## src/design/bpe_pkg.sv

```systemverilog
// Package for the boundary pixel extractor.
// Holds register indexes, fixed field widths and the line store word type.
// No dependencies.
`default_nettype none

package bpe_pkg;

  localparam int CFG_DATA_W = 11;
  localparam int CFG_IDX_W  = 2;
  localparam int PIXEL_W    = 32;
  localparam int POINT_W    = 10;
  localparam int CELL_IDX_W = 9;
  localparam int OUT_DATA_W = 32;

  typedef enum logic [CFG_IDX_W-1:0] {
    REG_IMAGE_WIDTH   = 2'd0,
    REG_IMAGE_HEIGHT  = 2'd1,
    REG_BOUNDARY_MODE = 2'd2
  } reg_index_t;

  localparam logic [CFG_DATA_W-1:0] IMAGE_WIDTH_RESET  = 11'd640;
  localparam logic [CFG_DATA_W-1:0] IMAGE_HEIGHT_RESET = 11'd480;
  localparam logic                  MODE_OUTER         = 1'b1;
  localparam logic [CFG_DATA_W-1:0] MIN_DIM            = 11'd3;

  typedef struct packed {
    logic one_up;
    logic two_up;
  } line_bits_t;

endpackage

`default_nettype wire

```

## src/design/boundary_pixel_extractor.sv

```systemverilog
// Boundary pixel extractor: finds four-neighbor boundary pixels in a raster stream.
// Depends on bpe_pkg and bpe_ram.
//
// Usage:
// Pixels enter on the s_ group, one word per pixel in raster order: tdata holds the
// 32-bit pixel value (nonzero is solid), tuser marks the first pixel of a frame.
// Boundary points leave on the m_ group: tdata holds point_x, point_y and
// cell_index. At most one point leaves per pixel; the point for pixel (x-1,y-1)
// is decided when pixel (x,y) arrives. Border pixels are never reported.
// The block takes one pixel per clock while the output side does not stall. Each
// point is decided in stage one, which holds the line store read, and the
// neighborhood test result is captured in the output register. The two line
// stores share one RAM that is read in the accept cycle and written back when
// stage one advances, with the same-column case forwarded.
// When the receiver stalls, the output register holds its point, the stage in
// front of it holds one more pixel, and then s_tready falls.
// Configuration writes are registered and must be made only while no pixel is in
// flight; the block does not enforce this. Reset clears position, window and handshake
// state; the line stores are not cleared and need two rows before they are read.
`default_nettype none

module boundary_pixel_extractor #(
  parameter int MAX_WIDTH  = 1024,
  parameter int MAX_HEIGHT = 1024,
  parameter int CELL_SIDE  = 50
) (
  input  wire logic                             clk,
  input  wire logic                             rst,
  input  wire logic                             s_tvalid,
  output      logic                             s_tready,
  input  wire logic [bpe_pkg::PIXEL_W-1:0]      s_tdata,  // [31:0] pixel_value
  input  wire logic                             s_tuser,  // [0] frame_start
  output      logic                             m_tvalid,
  input  wire logic                             m_tready,
  output      logic [bpe_pkg::OUT_DATA_W-1:0]   m_tdata,  // [9:0] point_x, [19:10] point_y,
                                                          // [28:20] cell_index, rest zero
  input  wire logic                             cfg_wr_en,
  input  wire logic [bpe_pkg::CFG_IDX_W-1:0]    cfg_index,
  input  wire logic [bpe_pkg::CFG_DATA_W-1:0]   cfg_data
);

  import bpe_pkg::*;

  localparam int XW  = $clog2(MAX_WIDTH);
  localparam int YW  = $clog2(MAX_HEIGHT);
  localparam int DW  = $clog2(MAX_WIDTH + 1);
  localparam int DH  = $clog2(MAX_HEIGHT + 1);
  localparam int XCW = $clog2(MAX_WIDTH / CELL_SIDE + 2);
  localparam int YCW = $clog2(MAX_HEIGHT / CELL_SIDE + 2);
  localparam int OW  = $clog2(CELL_SIDE);
  localparam int DN  = $clog2(MAX_WIDTH + CELL_SIDE);
  localparam int RS  = DN + OW;
  localparam int RM  = ((1 << RS) + CELL_SIDE - 1) / CELL_SIDE;
  localparam int MW  = DN + 2;
  localparam int PW  = DN + MW + CELL_IDX_W;
  localparam int PAD = OUT_DATA_W - 2 * POINT_W - CELL_IDX_W;

  // Configuration registers.
  logic [CFG_DATA_W-1:0] image_width;
  logic [CFG_DATA_W-1:0] image_height;
  logic                  boundary_mode;

  always_ff @(posedge clk) begin
    if (rst) begin
      image_width   <= IMAGE_WIDTH_RESET;
      image_height  <= IMAGE_HEIGHT_RESET;
      boundary_mode <= MODE_OUTER;
    end else if (cfg_wr_en) begin
      unique case (cfg_index)
        REG_IMAGE_WIDTH:   image_width   <= cfg_data;
        REG_IMAGE_HEIGHT:  image_height  <= cfg_data;
        REG_BOUNDARY_MODE: boundary_mode <= cfg_data[0];
        default: begin
        end
      endcase
    end
  end

  // Clamped geometry.
  logic [DW-1:0] w_eff;
  logic [DH-1:0] h_eff;

  always_comb begin
    if (image_width < MIN_DIM) begin
      w_eff = DW'(3);
    end else if (32'(image_width) > MAX_WIDTH) begin
      w_eff = DW'(MAX_WIDTH);
    end else begin
      w_eff = DW'(image_width);
    end
    if (image_height < MIN_DIM) begin
      h_eff = DH'(3);
    end else if (32'(image_height) > MAX_HEIGHT) begin
      h_eff = DH'(MAX_HEIGHT);
    end else begin
      h_eff = DH'(image_height);
    end
  end

  // Cells per row, low bits only, by reciprocal multiplication.
  logic [DN-1:0]         cols_num;
  logic [PW-1:0]         cols_prod;
  logic [CELL_IDX_W-1:0] cells_per_row;

  assign cols_num  = DN'(w_eff) + DN'(CELL_SIDE - 1);
  assign cols_prod = PW'(cols_num) * PW'(RM);

  always_ff @(posedge clk) begin
    cells_per_row <= cols_prod[RS +: CELL_IDX_W];
  end

  // Raster position and grid cell of the next pixel.
  logic [XW-1:0]  column_position;
  logic [YW-1:0]  row_position;
  logic [XCW-1:0] cell_column;
  logic [OW-1:0]  cell_column_offset;
  logic [YCW-1:0] cell_row;
  logic [OW-1:0]  cell_row_offset;

  logic [XW-1:0]  x_cur;
  logic [YW-1:0]  y_cur;
  logic [XCW-1:0] xc_cur;
  logic [OW-1:0]  xo_cur;
  logic [YCW-1:0] yc_cur;
  logic [OW-1:0]  yo_cur;

  logic [XW-1:0]  column_position_next;
  logic [YW-1:0]  row_position_next;
  logic [XCW-1:0] cell_column_next;
  logic [OW-1:0]  cell_column_offset_next;
  logic [YCW-1:0] cell_row_next;
  logic [OW-1:0]  cell_row_offset_next;

  logic           x_wrap;
  logic [DH-1:0]  y_stepped;
  logic           judge_now;
  logic [XCW-1:0] jxc_now;
  logic [YCW-1:0] jyc_now;

  always_comb begin
    if (s_tuser) begin
      x_cur  = '0;
      y_cur  = '0;
      xc_cur = '0;
      xo_cur = '0;
      yc_cur = '0;
      yo_cur = '0;
    end else begin
      x_cur  = column_position;
      y_cur  = row_position;
      xc_cur = cell_column;
      xo_cur = cell_column_offset;
      yc_cur = cell_row;
      yo_cur = cell_row_offset;
    end

    x_wrap = (DW'(x_cur) + DW'(1)) >= w_eff;
    if (x_wrap) begin
      column_position_next    = '0;
      cell_column_next        = '0;
      cell_column_offset_next = '0;
    end else begin
      column_position_next = x_cur + XW'(1);
      if (xo_cur == OW'(CELL_SIDE - 1)) begin
        cell_column_next        = xc_cur + XCW'(1);
        cell_column_offset_next = '0;
      end else begin
        cell_column_next        = xc_cur;
        cell_column_offset_next = xo_cur + OW'(1);
      end
    end

    y_stepped = DH'(y_cur) + DH'(x_wrap);
    if (y_stepped >= h_eff) begin
      row_position_next    = '0;
      cell_row_next        = '0;
      cell_row_offset_next = '0;
    end else if (x_wrap) begin
      row_position_next = YW'(y_stepped);
      if (yo_cur == OW'(CELL_SIDE - 1)) begin
        cell_row_next        = yc_cur + YCW'(1);
        cell_row_offset_next = '0;
      end else begin
        cell_row_next        = yc_cur;
        cell_row_offset_next = yo_cur + OW'(1);
      end
    end else begin
      row_position_next    = y_cur;
      cell_row_next        = yc_cur;
      cell_row_offset_next = yo_cur;
    end

    judge_now = (x_cur >= XW'(2)) && (y_cur >= YW'(2)) &&
                (DW'(x_cur) < w_eff) && (DH'(y_cur) < h_eff);
    jxc_now   = (xo_cur == '0) ? xc_cur - XCW'(1) : xc_cur;
    jyc_now   = (yo_cur == '0) ? yc_cur - YCW'(1) : yc_cur;
  end

  // Pipeline control.
  logic s1_valid;
  logic s1_adv;
  logic accept;

  assign s1_adv   = s1_valid && (!m_tvalid || m_tready);
  assign s_tready = !rst && (!s1_valid || s1_adv);
  assign accept   = s_tvalid && s_tready;

  always_ff @(posedge clk) begin
    if (rst) begin
      column_position    <= '0;
      row_position       <= '0;
      cell_column        <= '0;
      cell_column_offset <= '0;
      cell_row           <= '0;
      cell_row_offset    <= '0;
    end else if (accept) begin
      column_position    <= column_position_next;
      row_position       <= row_position_next;
      cell_column        <= cell_column_next;
      cell_column_offset <= cell_column_offset_next;
      cell_row           <= cell_row_next;
      cell_row_offset    <= cell_row_offset_next;
    end
  end

  // Line stores: both rows in one RAM word, read at accept, written from stage one.
  line_bits_t     ram_rdata;
  line_bits_t     ram_wdata;
  line_bits_t     rd_bits;
  logic [XW-1:0]  s1_col;
  logic           s1_solid;
  logic           s1_judge;
  logic [XW-1:0]  s1_x;
  logic [YW-1:0]  s1_y;
  logic [XCW-1:0] s1_xc;
  logic [YCW-1:0] s1_yc;
  logic           fwd;
  line_bits_t     fwd_data;

  bpe_ram #(
    .WIDTH ($bits(line_bits_t)),
    .DEPTH (MAX_WIDTH)
  ) u_line_ram (
    .clk   (clk),
    .we    (s1_adv),
    .waddr (s1_col),
    .wdata (ram_wdata),
    .re    (accept),
    .raddr (x_cur),
    .rdata (ram_rdata)
  );

  assign rd_bits          = fwd ? fwd_data : ram_rdata;
  assign ram_wdata.one_up = s1_solid;
  assign ram_wdata.two_up = rd_bits.one_up;

  always_ff @(posedge clk) begin
    if (rst) begin
      s1_valid <= 1'b0;
    end else if (accept) begin
      s1_valid <= 1'b1;
    end else if (s1_adv) begin
      s1_valid <= 1'b0;
    end
    if (accept) begin
      s1_col   <= x_cur;
      s1_solid <= s_tdata != '0;
      s1_judge <= judge_now;
      s1_x     <= x_cur - XW'(1);
      s1_y     <= y_cur - YW'(1);
      s1_xc    <= jxc_now;
      s1_yc    <= jyc_now;
      fwd      <= s1_adv && (s1_col == x_cur);
      fwd_data <= ram_wdata;
    end
  end

  // Neighborhood window and boundary test.
  logic [8:0]            neighbour_window;
  logic [2:0]            r0;
  logic [2:0]            r1;
  logic [2:0]            r2;
  logic                  hit;
  logic [31:0]           xc_wide;
  logic [31:0]           yc_wide;
  logic [31:0]           px_wide;
  logic [31:0]           py_wide;
  logic [2*CELL_IDX_W-1:0] row_base;
  logic [CELL_IDX_W-1:0] cell_index_next;

  always_comb begin
    r0 = {neighbour_window[1:0], rd_bits.two_up};
    r1 = {neighbour_window[4:3], rd_bits.one_up};
    r2 = {neighbour_window[7:6], s1_solid};
    if (boundary_mode) begin
      hit = !r1[1] && (r1[2] || r1[0] || r0[1] || r2[1]);
    end else begin
      hit = r1[1] && !(r1[2] && r1[0] && r0[1] && r2[1]);
    end
    hit = hit && s1_judge;

    xc_wide  = 32'(s1_xc);
    yc_wide  = 32'(s1_yc);
    px_wide  = 32'(s1_x);
    py_wide  = 32'(s1_y);
    row_base = (2*CELL_IDX_W)'(yc_wide[CELL_IDX_W-1:0]) *
               (2*CELL_IDX_W)'(cells_per_row);
    cell_index_next = row_base[CELL_IDX_W-1:0] + xc_wide[CELL_IDX_W-1:0];
  end

  always_ff @(posedge clk) begin
    if (rst) begin
      neighbour_window <= '0;
    end else if (s1_adv) begin
      neighbour_window <= {r2, r1, r0};
    end
  end

  // Output register.
  logic [POINT_W-1:0]    out_x;
  logic [POINT_W-1:0]    out_y;
  logic [CELL_IDX_W-1:0] out_cell;

  always_ff @(posedge clk) begin
    if (rst) begin
      m_tvalid <= 1'b0;
    end else if (s1_adv && hit) begin
      m_tvalid <= 1'b1;
    end else if (m_tready) begin
      m_tvalid <= 1'b0;
    end
    if (s1_adv && hit) begin
      out_x    <= px_wide[POINT_W-1:0];
      out_y    <= py_wide[POINT_W-1:0];
      out_cell <= cell_index_next;
    end
  end

  assign m_tdata = {{PAD{1'b0}}, out_cell, out_y, out_x};

endmodule

`default_nettype wire

```

## src/design/bpe_ram.sv

```systemverilog
// Generic single-port-write, single-port-read RAM with a registered read.
// A read and a write of the same address in one cycle return the old data.
// No dependencies.
`default_nettype none

module bpe_ram #(
  parameter int WIDTH = 2,
  parameter int DEPTH = 1024
) (
  input  wire logic                     clk,
  input  wire logic                     we,
  input  wire logic [$clog2(DEPTH)-1:0] waddr,
  input  wire logic [WIDTH-1:0]         wdata,
  input  wire logic                     re,
  input  wire logic [$clog2(DEPTH)-1:0] raddr,
  output      logic [WIDTH-1:0]         rdata
);

  logic [WIDTH-1:0] mem [DEPTH];

  always_ff @(posedge clk) begin
    if (we) begin
      mem[waddr] <= wdata;
    end
    if (re) begin
      rdata <= mem[raddr];
    end
  end

endmodule

`default_nettype wire

```

## config.mk

```make
export PLATFORM = sky130hd
export DESIGN_NAME = boundary_pixel_extractor
export DESIGN_NICKNAME = d
export VERILOG_FILES = /design/src/design/bpe_pkg.sv /design/src/design/boundary_pixel_extractor.sv /design/src/design/bpe_ram.sv
export SDC_FILE = /design/constraint.sdc
export NUM_CORES = 2
export LEC_CHECK = 0
export ABC_AREA = 1
export BUFFER_PORTS_ARGS = -buffer_cell sky130_fd_sc_hd__clkbuf_2
export CAP_MARGIN = 20
export CORE_ASPECT_RATIO = 1.1
export CORE_MARGIN = 3
export CORE_UTILIZATION = 38
export DETAILED_ROUTE_END_ITERATION = 6
export PLACE_DENSITY_LB_ADDON = 0.05
export SLEW_MARGIN = 5
export SYNTH_ARGS = -nofsm -noshare
export SYNTH_HDL_FRONTEND = slang
export SYNTH_SLANG_ARGS = --single-unit
```

## constraint.sdc

```tcl
create_clock -name clk -period 22.2 [get_ports clk]
set_clock_uncertainty 0.15 [all_clocks]
set_input_delay 1.11 -clock clk [delete_from_list [all_inputs] [get_ports clk]]
set_output_delay 1.11 -clock clk [all_outputs]
set_load 0.02 [all_outputs]
```

# After elaboration in Yosys (flattened, before gate mapping)
# Memories as Yosys holds them, arrays and structs flattened. A register that Yosys moved wholly into a read port is not among the register bits.
# Index checks and enable logic that the tools add are counted.
dict set report word_totals {
  register_bits 154
  wordCells 123
  ramBits 2048
  memories 1
  in_bits 51
}
dict set report op_classes {
  reduce_logical 33
  order_cmp 10
  addsub 13
  muxes 33
  multipliers 2
  n_eq_ne 5
}
# memory words word_bits rd rd_ports_with_merged_regs wr line
set mem_list {}
lappend mem_list {u_line_ram.mem 1024 2 1 1 1 bpe_ram.sv:19} ;# logic [WIDTH-1:0] mem [DEPTH];
# cell count
set op_table {}
lappend op_table {{$mux W10} 5}
lappend op_table {{$mux W5} 9}
lappend op_table {{$mux W11} 4}
lappend op_table {{$mux W6} 7}
lappend op_table {{$reduce_bool A32 Y1} 1}
lappend op_table {{$ge A11 B11 Y1} 2}
lappend op_table {{$gt A11 B11 Y1 const B} 2}
lappend op_table {{$lt A10 B11 Y1} 2}
lappend op_table {{$lt A11 B2 Y1 const B} 2}
lappend op_table {{$mul A11 B11 Y22 const B} 1}
lappend op_table {{$ge A10 B2 Y1 const B} 2}
lappend op_table {{$sub A10 B1 Y10 const B} 2}
lappend op_table {{$logic_and A1 B1 Y1} 14}
lappend op_table {{$add A6 B1 Y6 const B} 2}
lappend op_table {{$eq A6 B6 Y1 const B} 2}
lappend op_table {{$logic_not A6 Y1} 2}
lappend op_table {{$add A10 B1 Y11} 1}
lappend op_table {{$add A10 B1 Y11 const B} 1}
lappend op_table {{$add A11 B6 Y11 const B} 1}
lappend op_table {{$add A10 B1 Y10 const B} 1}
lappend op_table {{$add A5 B1 Y5 const B} 2}
lappend op_table {{$eq A10 B10 Y1} 1}
lappend op_table {{$sub A5 B1 Y5 const B} 2}
lappend op_table {{$add A9 B5 Y9} 1}
lappend op_table {{other kinds (10)} 27}

# Depth between registers and ports, before layout
dict set report logic_depth {
  depth_word 10
  ltp_mapped 43
  depth_no_buf 37
}

# Cells and area by module
# From an unflattened synthesis, not the netlist that was laid out.
dict set report unflattened {
  cells_unflattened 9446
  area_unflattened_um2 98847.3
}
# module seq_area_each_um2 area_each_um2 n_inst cells_each
set by_module_without_submodules {}
lappend by_module_without_submodules {bpe_ram 61559.0 86973.4 1 7976}
lappend by_module_without_submodules {boundary_pixel_extractor 3763.6 11873.9 1 1470}

# Worst setup path after synthesis
# Ideal clock, no wire load.
dict set report synth_path {
  path_kind {register to register}
  start {reg fwd}
  end {reg out_cell[0], enable pin}
  n_path_buf 0
  setup_slack_ns 6.767
  path_stages_with_launch 7
  t_arrival_ns 14.792
  required_time_ns 21.559
  cell_sequence {edfxtp_1 -> nand2_1 -> o21ai_0 -> inv_1 -> nor4_1 -> o21a_1 -> nor4_1}
}
# element line
set synth_lines {}
lappend synth_lines {{start: declaration} boundary_pixel_extractor.sv:237} ;# logic fwd;
lappend synth_lines {{start signal: assignment} boundary_pixel_extractor.sv:273} ;# fwd <= s1_adv && (s1_col == x_cur);
lappend synth_lines {{end signal: assignment} boundary_pixel_extractor.sv:335} ;# out_cell <= cell_index_next;
lappend synth_lines {{end: declaration} boundary_pixel_extractor.sv:322} ;# logic [CELL_IDX_W-1:0] out_cell;

# Worst setup path after layout
dict set report layout_path {
  start {in s_tuser}
  end {reg cell_row_offset[0]}
}
dict set report layout_between {
  elab_chain_cells 6
  elab_cells_between_ends 12
  classes_between {3 x add/sub; 2 x order compare; 1 x eq/ne; 6 x mux}
}
# element line
set layout_lines {}
lappend layout_lines {{start: declaration} boundary_pixel_extractor.sv:32} ;# input wire logic s_tuser,
lappend layout_lines {{$mux W10} boundary_pixel_extractor.sv:141} ;# if (s_tuser) begin
lappend layout_lines {{$add A10 B1 Y11} boundary_pixel_extractor.sv:157} ;# x_wrap = (DW'(x_cur) + DW'(1)) >= w_eff;
lappend layout_lines {{$ge A11 B11 Y1} boundary_pixel_extractor.sv:157}
lappend layout_lines {{$add A10 B1 Y11} boundary_pixel_extractor.sv:173} ;# y_stepped = DH'(y_cur) + DH'(x_wrap);
lappend layout_lines {{$ge A11 B11 Y1} boundary_pixel_extractor.sv:174} ;# if (y_stepped >= h_eff) begin
lappend layout_lines {{$mux W6 (*)} boundary_pixel_extractor.sv:174}
lappend layout_lines {{end signal: assignment} boundary_pixel_extractor.sv:222} ;# cell_row_offset <= cell_row_offset_next;
lappend layout_lines {{end: declaration} boundary_pixel_extractor.sv:118} ;# logic [OW-1:0] cell_row_offset;
# Mark *: on every way between the ends. The rest lies on a longest branch, timed or not.
# A chain may end at the register's enable or synchronous reset.

==> flow_metrics.env <==
export IMPL_outcome="finished, final reports clean"
export IMPL_synth_flop_cell="edfxtp_1"
export IMPL_syn_to_final_growth_pct=11.47
export IMPL_die_area_um2=271500
export IMPL_setup_viol=0
export IMPL_final_area_um2=112400
export IMPL_portBuffers=81
export IMPL_grt_ovfl_total=0
export IMPL_fill_cells=25420
export IMPL_p_clk_share_pct=42.3
export IMPL_slowest_stage="inv_6"
export IMPL_numCtsBuffers=248
export IMPL_antenna_found_initial=20
export IMPL_finalHoldViolCount=0
export IMPL_synth_top_family_by_area="simple AND/OR/NAND/NOR gates"
export IMPL_r2r_end="cells_per_row[5]"
export IMPL_p_leak_nw=41.69
export IMPL_p_int_mw=7.323
export IMPL_cp_common_cell="nand2_1"
export IMPL_grt_total_usage_pct=23.89
export IMPL_whs_ps=268.4
export IMPL_seq_area_um2=65320
export IMPL_switchingPower_mw=2.306
export IMPL_hp_class="flop to flop"
export IMPL_swShare_pct=23.94
export IMPL_hp_start="s1_y[4]"
export IMPL_r2r_cells=32
export IMPL_powerDensity_nw_per_um2=85.69
export IMPL_multi_input_area_um2=29660
export IMPL_core_rowCount=197
export IMPL_layout_commonest_cell="nor2_1"
export IMPL_worstReg2RegStart="image_width[3]"
export IMPL_min_to="out_y[4]"
export IMPL_seq_area_frac_synth_pct=64.80
export IMPL_yosys_warnings=0
export IMPL_crit_family="buffers and inverters"
export IMPL_hold_buffers=0
export IMPL_root_buffer="clkbuf_16"
export IMPL_syn_inst=10080
export IMPL_drt_iter0_markers=6098
export IMPL_die_w_um=497.1
export IMPL_dpl_hpwl_um=178100
export IMPL_routedWlPerCell_um=24.22
export IMPL_num_io_pins=85
export IMPL_synth_seq_cells=2201
export IMPL_grt_pass1_vias=71640
export IMPL_cts_sinks=2201
export IMPL_layout_common_cells="nor2_1, edfxtp_1, nand2_1, o21ai_0, inv_1"
export IMPL_r2r_slack_ps=15240
export IMPL_final_nets=10170
export IMPL_maxCapViolCount=0
export IMPL_placed_area_um2=104400
export IMPL_cts_path_max_buffers=4
export IMPL_drive_gt1_share_pct=6.526
export IMPL_slew_headroom_pct=21.34
export IMPL_fin_crit_ps=7354
export IMPL_fp_dieH_um=546.2
export IMPL_wl_um=329400
export IMPL_async_reset_ff_share_pct=0
export IMPL_synth_edf_count=2124
export IMPL_grt_max_degree=153
export IMPL_dr_pass1_iters=6
export IMPL_path_class="primary input to flop"
export IMPL_rsz0062_at_grt="false"
export IMPL_cts_repair_resized=0
export IMPL_ant_nets=0
export IMPL_ir_worst_vdd_mv=0.08072
export IMPL_worstPathMaxFanout=50
export IMPL_netlist_area_um2=100800
export IMPL_final_util_pct=42.72
export IMPL_end_kind="flop"
export IMPL_clkLatencyLatePin_ps=910
export IMPL_cts_tree="yes"
export IMPL_initial_core_util_pct=38.33
export IMPL_yosys_area_share_simple_pct=19.14
export IMPL_cp_slowest_stage_delay_ps=670
export IMPL_syn_avg_cell_area_um2=10.00
export IMPL_coreArea_um2=263000
export IMPL_crit_buf_inv=10
export IMPL_gp_congestion=0.8357
export IMPL_path_clk_slew_ps=60
export IMPL_synth_distinct_cells=51
export IMPL_synth_compound_area_share_pct=6.413
export IMPL_finalPower_mw=9.629
export IMPL_slew_violations=0
export IMPL_worst_pin_slew_ps=1180
export IMPL_drc=0
export IMPL_fin_crit_sh_pct=33.12
export IMPL_cp_required_ps=22870
export IMPL_fin_setup_tns_ps=0
export IMPL_start_kind="primary input"
export IMPL_pwr_share_seq_pct=47.9
export IMPL_synthMuxAreaShare_pct=0
export IMPL_synthAdderAreaFrac_pct=2.868
export IMPL_combPwrFrac_pct=9.9
export IMPL_viasPerCell=5.243
export IMPL_htreeDepth=4
export IMPL_vias=71290
export IMPL_max_freq_ghz=0.1360
export IMPL_holdPathStages=0
export IMPL_post_cts_buffers=0
export IMPL_arrival_ps=8030
export IMPL_grt_first_pass_wirelength_um=482200
export IMPL_synth_xor_area_share_pct=0.6070
-- per-layer routing --
layer,share of wire (%),vias to the layer above,global-route usage (%)
li1,-,33270,-
met1,44,35780,32.46
met2,48,1842,40.81
met3,5.3,398,2.734
met4,2.4,0,5.926
met5,0,-,0
-- registers in the layout, indices dropped and copies added (netlist names), 6 cells and up --
name                count
cell_column_offset      6
cell_row_offset         6
cells_per_row           6
column_position        10
image_height           11
image_width            11
out_cell                9
out_x                  10
out_y                  10
row_position           10
s1_col                 10
s1_x                   10
s1_y                   10
u_line_ram.mem       2048
-- how the worst max path moves through the flow --
| stage | start | to | slack (ps) | depth (start not counted) |
|---|---|---|---|---|
| detailed placement | s_tuser | row_position[2] | 13940 | 36 |
| global placement | s_tuser | row_position[9] | 13920 | 36 |
| floorplan | fwd | out_cell[0] | 6770 | 6 |
| finish | s_tuser | cell_row_offset[0] | 14850 | 36 |
| CTS | s_tuser | cell_row_offset[3] | 14920 | 36 |
| global route | s_tuser | row_position[9] | 14160 | 36 |
-- per-stage QoR --
step	cells	setup WS, ps
global route	13600	14160
global placement	13150	13920
detailed placement	13150	13940
CTS	13600	14920
finish	13600	14850
floorplan	10080	6767
-- synthesized netlist by cell type, types with 53 or more instances --
cell,n,area share [%]
a21oi_1,188,0.93
buf_1,80,0.30
buf_2,185,0.92
clkbuf_1,334,1.2
dfxtp_1,77,1.5
edfxtp_1,2124,63
ha_1,155,1.9
inv_1,849,3.2
nand2_1,1670,6.2
nand3_1,642,3.2
nor2_1,2441,9.1
o211ai_1,82,0.61
o21ai_0,857,4.3
xor2_1,53,0.46
-- cells by family (layout without fill, tap and decap cells) --
family,Yosys count,count (layout)
AO/OA/AOI/OAI,1226,1226
flip-flops,2201,2201
AND/OR/NAND/NOR,4859,4859
XOR/XNOR,69,69
buffers and inverters,1520,1553
other,1,5
adder cells (fa/ha/maj),203,203
-- power groups by stage --
stage | Sequential, mW | Clock (mW) | Combinational [mW]
2_1_floorplan | 4.76 | 0 | 0.671
3_3_place_gp | 4.70 | 0 | 0.954
3_5_place_dp | 4.70 | 0 | 0.964
4_1_cts | 4.61 | 4.17 | 0.974
5_1_grt | 4.61 | 4.33 | 1.12
6_report | 4.61 | 4.07 | 0.949
-- final cells by class --
type                    count  area share (%)
clock inverters           140           1.255
well taps                3482           3.877
repair buffers            240           1.603
inverters                 864           2.906
clock buffers             309           5.819
flip-flops and latches   2201           58.14
multi-input cells        6360           26.40
diodes                      2        0.004454
-- worst register-to-register path: cells and delay by family (launching register included) --
kind	cells	cell delay (ps)
xor gates and xnor gates	2	580
buffers and inverters	8	640
adders and majority gates	7	2830
and+or+nand+nor	13	1890
DFF	1	340
AOI/OAI and AO/OA	2	390
Power figures use the tool's default switching activity.
